--- config.mk ---
export PLATFORM = sky130hd
export DESIGN_NAME = mffp_map
export DESIGN_NICKNAME = d
export VERILOG_FILES = /design/src/rtl/core/assert_macros.svh /design/src/rtl/core/mffp_pkg.sv /design/src/rtl/core/mffp_map.sv
export SDC_FILE = /design/constraint.sdc
export NUM_CORES = 2
export LEC_CHECK = 0
export ABC_AREA = 1
export BUFFER_PORTS_ARGS = -buffer_cell sky130_fd_sc_hd__buf_2
export CAP_MARGIN = 20
export CORE_ASPECT_RATIO = 1.5
export CORE_MARGIN = 3
export CORE_UTILIZATION = 50
export CTS_CLUSTER_SIZE = 20
export DETAILED_ROUTE_END_ITERATION = 10
export HOLD_SLACK_MARGIN = 0.1
export PLACE_DENSITY = 0.75
export RECOVER_POWER = 100
export SYNTH_ARGS = -nofsm -noshare
export SYNTH_HDL_FRONTEND = slang
export SYNTH_SLANG_ARGS = --single-unit
--- constraint.sdc ---
create_clock -name clk_i -period 2.45 [get_ports clk_i]
set_input_delay 0.1225 -clock clk_i [delete_from_list [all_inputs] [get_ports clk_i]]
set_output_delay 0.1225 -clock clk_i [all_outputs]
set_load 0.02 [all_outputs]
--- src/rtl/core/assert_macros.svh ---
// ----------------------------------------------------------------------------
// assert_macros
// shared assertion macros for the planner rtl
// ----------------------------------------------------------------------------
`ifndef ASSERT_MACROS_SVH
`define ASSERT_MACROS_SVH

// checked only outside reset
`define ASSERT_RST(lbl, clk, rst_n, prop, msg) \
  lbl: assert property (@(posedge clk) disable iff (!rst_n) prop) else $error(msg);

// checked on every rising clock edge, reset included
`define ASSERT_ALW(lbl, clk, prop, msg) \
  lbl: assert property (@(posedge clk) prop) else $error(msg);

`endif

--- src/rtl/core/mffp_pkg.sv ---
// ----------------------------------------------------------------------------
// mffp_pkg
// types, constants and helpers for the flood fill planner
// ----------------------------------------------------------------------------
package mffp_pkg;

  localparam int unsigned GRID_SIDE = 16;
  localparam int unsigned CELLS     = 256;

  typedef logic [7:0] cell_t;
  typedef logic [7:0] dist_t;
  typedef logic [8:0] qptr_t;

  localparam dist_t UNREACHED = 8'd255;

  localparam logic [1:0] SIDE_N = 2'd0;
  localparam logic [1:0] SIDE_E = 2'd1;
  localparam logic [1:0] SIDE_S = 2'd2;
  localparam logic [1:0] SIDE_W = 2'd3;

  localparam logic [2:0] MV_IDLE     = 3'd0;
  localparam logic [2:0] MV_STRAIGHT = 3'd1;
  localparam logic [2:0] MV_RIGHT    = 3'd2;
  localparam logic [2:0] MV_LEFT     = 3'd3;
  localparam logic [2:0] MV_AROUND   = 3'd4;

  typedef struct packed {
    cell_t      wall_raddr;
    logic       wall_we;
    cell_t      wall_waddr;
    logic [3:0] wall_wdata;
    cell_t      dist_raddr;
    logic       dist_we;
    cell_t      dist_waddr;
    dist_t      dist_wdata;
  } map_req_t;

  function automatic logic in_grid(logic [4:0] r, logic [4:0] c);
    return (32'(r) < GRID_SIDE) && (32'(c) < GRID_SIDE);
  endfunction

  function automatic logic [4:0] nbr_row(logic [3:0] r, logic [1:0] side);
    logic [4:0] res;
    res = {1'b0, r};
    if (side == SIDE_N) res = {1'b0, r} - 5'd1;
    else if (side == SIDE_S) res = {1'b0, r} + 5'd1;
    return res;
  endfunction

  function automatic logic [4:0] nbr_col(logic [3:0] c, logic [1:0] side);
    logic [4:0] res;
    res = {1'b0, c};
    if (side == SIDE_W) res = {1'b0, c} - 5'd1;
    else if (side == SIDE_E) res = {1'b0, c} + 5'd1;
    return res;
  endfunction

  // visiting order: open cell west, east, south, north; walled north, south, east, west
  function automatic logic [1:0] order_side(logic [3:0] w, logic [1:0] k);
    logic [1:0] s;
    s = SIDE_N;
    if (w == 4'd0) begin
      case (k)
        2'd0: s = SIDE_W;
        2'd1: s = SIDE_E;
        2'd2: s = SIDE_S;
        default: s = SIDE_N;
      endcase
    end else begin
      case (k)
        2'd0: s = SIDE_N;
        2'd1: s = SIDE_S;
        2'd2: s = SIDE_E;
        default: s = SIDE_W;
      endcase
    end
    return s;
  endfunction

  function automatic logic [3:0] wall_reset(logic [3:0] r, logic [3:0] c);
    logic [3:0] w;
    w = 4'd0;
    if (r == 4'd0) w[SIDE_N] = 1'b1;
    if (c == 4'd0) w[SIDE_W] = 1'b1;
    if (32'(r) == GRID_SIDE - 1) w[SIDE_S] = 1'b1;
    if (32'(c) == GRID_SIDE - 1) w[SIDE_E] = 1'b1;
    if (32'(r) == GRID_SIDE - 1 && c == 4'd0) w[SIDE_E] = 1'b1;
    if (32'(r) == GRID_SIDE - 1 && c == 4'd1) w[SIDE_W] = 1'b1;
    return w;
  endfunction

endpackage

--- src/rtl/core/mffp_map.sv ---
// ----------------------------------------------------------------------------
// mffp_map
// wall map and distance map memories, one read and one write port each
// ----------------------------------------------------------------------------
module mffp_map
  import mffp_pkg::*;
(
  input  logic       clk_i,
  input  map_req_t   req_i,
  output logic [3:0] wall_rdata_o,
  output dist_t      dist_rdata_o
);

  logic [3:0] wall_mem [CELLS];
  dist_t      dist_mem [CELLS];
  logic [3:0] wall_rdata_q;
  dist_t      dist_rdata_q;

  always_ff @(posedge clk_i) begin
    if (req_i.wall_we) begin
      wall_mem[req_i.wall_waddr] <= req_i.wall_wdata;
    end
    wall_rdata_q <= wall_mem[req_i.wall_raddr];
  end

  always_ff @(posedge clk_i) begin
    if (req_i.dist_we) begin
      dist_mem[req_i.dist_waddr] <= req_i.dist_wdata;
    end
    dist_rdata_q <= dist_mem[req_i.dist_raddr];
  end

  assign wall_rdata_o = wall_rdata_q;
  assign dist_rdata_o = dist_rdata_q;

endmodule

Word-level counts from Yosys, hierarchy flattened
Memories as Yosys holds them, arrays and structs flattened. A register that Yosys moved wholly into a read port is not among the register bits.
Index checks and enable logic that the tools add are counted.
- register bits after elaboration: 0
- bits in writable memories: 3072
- input bits: 47
- output and inout bits: 12
- word-level logic and storage cells: 6
- memories: 2
- memories (name ; depth ; width ; read ports ; clocked after memory_dff ; write ports ; line ; source):
    dist_mem ; 256 ; 8 ; 1 ; 1 ; 1 ; mffp_map.sv:15 ; dist_t dist_mem [CELLS];
    wall_mem ; 256 ; 4 ; 1 ; 1 ; 1 ; mffp_map.sv:14 ; logic [3:0] wall_mem [CELLS];
- muxes and demuxes: 4
- operators by type and width (cell ; count):
    1-bit 2-to-1 mux ; 4

Longest topological paths before layout
- word-level depth: 2
- gate-level depth with buffers: 15
- depth with buffers taken out: 11

Worst setup path before layout
Ideal clock, no wire load.
- path type: input-to-reg
- from: input port req_i[16] (netlist bit)
- to: memory dist_mem[104][0] (netlist bit), enable pin
- setup time: 370 ps
- arrival: 1450 ps
- required time: 2080 ps
- slack: 630 ps
- stages: 5
- buffers on the path: 3
- cells stage by stage: clkbuf_1 -> clkbuf_1 -> nand3_1 -> clkbuf_1 -> nor2_1
- word-level cells in the longest chain between the ends: 2
- RTL lines (what ; line ; source):
    from (decl) ; mffp_map.sv:9 ; input map_req_t req_i,
    1-bit 2-to-1 mux ; mffp_map.sv:27 ; if (req_i.dist_we) begin
    1-bit 2-to-1 mux (implied by the code) ; mffp_map.sv:28 ; dist_mem[req_i.dist_waddr] <= req_i.dist_wdata;
    to (decl) ; mffp_map.sv:15 ;
Every way passes these cells.

Worst setup path in the final report
- from: input port req_i[8] (netlist bit)
- to: memory dist_mem[25][0] (netlist bit), enable pin
No word-level cell before the write port.

==> flow_results.xml <==
<?xml version="1.0" encoding="UTF-8"?>
<metrics>
  <group name="yosys">
    <metric name="yosys.cell_types.count" unit="">15</metric>
    <metric name="synth.avg_cell_area" unit="sq um">11.77</metric>
    <metric name="synth_area_leaders" unit="">edfxtp_1 73%, nand3_1 12%, nand2_1 9.7%</metric>
    <metric name="sequential_cell_area_fraction_in_the_yosys_report" unit="%">73.52</metric>
    <metric name="number_of_warnings_printed_during_yosys_synthesis" unit="">0</metric>
    <metric name="post_synth_inst_count" unit="">10690</metric>
    <metric name="syn_nets" unit="">10740</metric>
    <metric name="synthDominantAreaCellType" unit="">edfxtp_1</metric>
    <metric name="synth_top_area_share" unit="%">73.33</metric>
    <metric name="netlist_area" unit="sq um">125800</metric>
    <metric name="register_bit_total_from_synthesis" unit="">3084</metric>
  </group>
  <group name="critical_path">
    <metric name="depth_of_the_most_critical_reg_to_reg_path" unit="">10</metric>
    <metric name="worstPathCellList" unit="">dlygate4sd3_1, clkbuf_1, inv_1, nor2_1, nand3_1, clkbuf_4, nor2_1, clkbuf_1</metric>
    <metric name="critical_path.reg2reg.startpoint" unit="">dist_mem[129][7]</metric>
    <metric name="timing.critical_path.to_type" unit="">flop</metric>
    <metric name="setup.reg_to_reg.worst_slack" unit="ns">0.16</metric>
    <metric name="criticalPathCategory" unit="">input port to flop</metric>
    <metric name="critical_path.slowest_cell" unit="">nand3_1</metric>
    <metric name="gate_family_responsible_for_the_most_delay_along_the_worst_path" unit="">buffers and inverters</metric>
    <metric name="setup.worst_path.start_class" unit="">input port</metric>
    <metric name="crit_path_max_incr_delay" unit="ns">0.78</metric>
    <metric name="worstPathBufferInverterCount" unit="">5</metric>
    <metric name="worst-endpoint-required" unit="ns">3.01</metric>
    <metric name="arrival" unit="ns">2.96</metric>
    <metric name="cp_max_fo" unit="">8</metric>
    <metric name="r2r-end" unit="">dist_rdata_o[7]</metric>
  </group>
  <group name="timing">
    <metric name="max_freq" unit="GHz">0.4157</metric>
    <metric name="setup_viol_count_final" unit="">0</metric>
    <metric name="finalCritPeriodShare" unit="%">98.20</metric>
    <metric name="fin_crit" unit="ns">2.406</metric>
    <metric name="totalNegativeSetupSlack" unit="ns">0</metric>
    <metric name="slew-limit-headroom" unit="%">-53.33</metric>
    <metric name="slew_viol_final" unit="">823</metric>
    <metric name="final-hold-violation-count" unit="">0</metric>
    <metric name="setup_repair_after_global_routing_missed_its_margin" unit="">no</metric>
    <metric name="final.hold.worst_slack" unit="ns">0.1809</metric>
    <metric name="timing.clock.skew" unit="ns">0.04844</metric>
    <metric name="timing_worst_slew_pin_value" unit="ns">2.300</metric>
  </group>
  <group name="flow_run">
    <metric name="drv.max_cap_violation_count" unit="">14</metric>
  </group>
  <group name="route">
    <metric name="drt-wirelength-per-cell" unit="microns">24.10</metric>
    <metric name="drt_iter0_drc" unit="">11180</metric>
    <metric name="antenna_violating_nets_post_route" unit="">0</metric>
    <metric name="detail_route.first_pass.iterations" unit="">8</metric>
    <metric name="vias" unit="">87130</metric>
    <metric name="via_per_inst" unit="">6.002</metric>
    <metric name="post-route-drc-count" unit="">0</metric>
    <metric name="detail_route.wirelength" unit="microns">349900</metric>
  </group>
  <group name="global_route">
    <metric name="grt_pass1_wl" unit="microns">520100</metric>
    <metric name="global_route.usage.total" unit="%">26.58</metric>
    <metric name="grt_max_degree" unit="">125</metric>
    <metric name="grt_antenna_before_repair" unit="">10</metric>
    <metric name="globalRouteOverflowTotal" unit="">0</metric>
    <metric name="grt_pass1_vias" unit="">86330</metric>
  </group>
  <group name="finish">
    <metric name="layout-drive-gt1-share" unit="%">8.324</metric>
    <metric name="finalNetCount" unit="">11060</metric>
    <metric name="stdcell_area" unit="sq um">141700</metric>
    <metric name="area_added_between_synthesis_and_finish" unit="%">12.63</metric>
    <metric name="finish.utilization" unit="%">56.86</metric>
  </group>
  <group name="clock_tree">
    <metric name="clock_tree_from_tritoncts" unit="">built</metric>
    <metric name="max-clock-path-buffers" unit="">4</metric>
    <metric name="clk-insertion-delay-late" unit="ns">0.86</metric>
    <metric name="clkTransAtPathRegs" unit="ns">0.06</metric>
    <metric name="cts_buffers" unit="">291</metric>
    <metric name="post_cts_buffers" unit="">0</metric>
    <metric name="clkSinkCount" unit="">3084</metric>
    <metric name="cts.htree.levels" unit="">5</metric>
    <metric name="clk_root_buffer_cell" unit="">clkbuf_16</metric>
  </group>
  <group name="status">
    <metric name="failed_checks" unit="">capacitance limit, slew limit</metric>
    <metric name="status" unit="">finished, violations left</metric>
  </group>
  <group name="placement">
    <metric name="post_detailed_placement_half_perimeter_wirelength" unit="microns">213200</metric>
    <metric name="portBuffers" unit="">58</metric>
    <metric name="place_area" unit="sq um">133400</metric>
    <metric name="gp_congestion" unit="">0.9321</metric>
  </group>
  <group name="power_and_ir_drop">
    <metric name="worst_ir_drop_vdd" unit="uV">771.7</metric>
    <metric name="leakage" unit="uW">0.04948</metric>
    <metric name="cellPowerDensity" unit="nW/um^2">776.7</metric>
  </group>
  <group name="floorplanning">
    <metric name="initial_utilization" unit="%">50.49</metric>
    <metric name="placement_row_count" unit="">224</metric>
    <metric name="dieHeight" unit="microns">620.3</metric>
    <metric name="die_x" unit="microns">415.5</metric>
    <metric name="coreArea" unit="sq um">249200</metric>
    <metric name="design.die.area" unit="sq um">257800</metric>
    <metric name="io-pin-count" unit="">59</metric>
  </group>
  <group name="worst_hold_path">
    <metric name="hold_path_class" unit="">input port to flop</metric>
    <metric name="worstHoldPathCells" unit="">8</metric>
    <metric name="hold_path.startpoint" unit="">req_i[21]</metric>
    <metric name="worstHoldEndpoint" unit="">dist_rdata_o[5]</metric>
  </group>
</metrics>
kinds of logic after synthesis:
group	after synthesis	share of synthesized area [%]
buffers and inverters	798	3.129
DFF	3084	73.52
and+or+nand+nor	6808	23.35
layout by cell type, fill, tap and decap left out, drive strengths merged:
cell type      synthesis  layout
clkinv                 0     105
clkinvlp               0      10
clkbuf               207     705
nand3               3014    3014
dfxtp                 12      12
clkdlybuf4s15          0       1
diode                  0       8
nor2                 530     530
buf                  531     367
dlymetal6s2s           0       1
inv                   60      75
edfxtp              3072    3072
nand4                  7       7
dlygate4sd3            0      46
bufinv                 0      30
nor3                  20      20
nand2               3237    3237
how the worst max path moves through the flow:
stage                          from          endpoint  slack (ns)  cells past startpoint
after CTS                 req_i[35]   wall_mem[84][3]        0.09                      9
after detailed placement  req_i[18]   dist_rdata_o[4]       -0.24                     13
after floorplan           req_i[16]  dist_mem[104][0]        0.63                      5
after global placement    req_i[18]   dist_rdata_o[4]       -0.22                     13
after global routing       req_i[8]    dist_mem[0][6]        0.04                      7
final                      req_i[8]   dist_mem[25][0]        0.04                      8
final cells by class:
type / instances / area, sq um
multi-input combinational: 6808 / 29400
tap: 3277 / 4100
timing repair buffer: 770 / 6128
sequential: 3084 / 92490
inverter: 60 / 276.5
clock inverter: 160 / 1625
antenna: 8 / 20.02
clock buffer: 350 / 7640
fill: 19320 / 107500
report_power, final:
| group | total [uW] | internal [uW] | switching, uW |
|---|---|---|---|
| clock | 44700 | 25500 | 19200 |
| combinational | 7150 | 1880 | 5270 |
| sequential | 58200 | 58200 | 67.0 |
worst register-to-register path, delay by kind of cell (launching register included):
kind / cells / cell delay [ns]
flops: 1 / 0.37
simple gates: 10 / 1.78
metal layers:
layer / wire length, microns / global-route usage [%] / vias to the layer above / share of wire [%]
met5: 58 / 0 / - / 0.017
met4: 30280 / 20.46 / 8 / 8.7
met3: 31900 / 4.134 / 1317 / 9.1
met2: 172200 / 45.48 / 5391 / 49
met1: 115500 / 29.97 / 41900 / 33
li1: - / - / 38510 / -
state kept, by name, summed over array words and instances, names as in the netlist:
register,cells
dist_mem,2048
wall_mem,1024
dist_rdata_o,8
wall_rdata_o,4
stage by stage:
stage | power, uW | worst slack [ns] | std cells
finish | 110000 | 0.04418 | 14520
CTS | 110500 | 0.09440 | 14510
global placement | 66210 | -0.2163 | 13950
global route | 113000 | 0.04358 | 14510
floorplan | 62980 | 0.6298 | 10690
detailed placement | 66360 | -0.2407 | 13950
synthesized netlist by cell type:
library cell / n
edfxtp_1: 3072
buf_4: 118
clkbuf_1: 207
buf_6: 6
inv_2: 4
inv_1: 55
buf_2: 360
nand2_1: 3237
dfxtp_1: 12
nor3_1: 20
nand4_1: 7
nand3_1: 3014
inv_4: 1
buf_1: 47
nor2_1: 530
repair_timing:
action,in CTS,in global routing
endpoints found under the setup margin,0,4
endpoints found under the hold margin,3395,0
gates resized for setup,0,1
hold buffers,46,0
(Power assumes the default switching activity.)
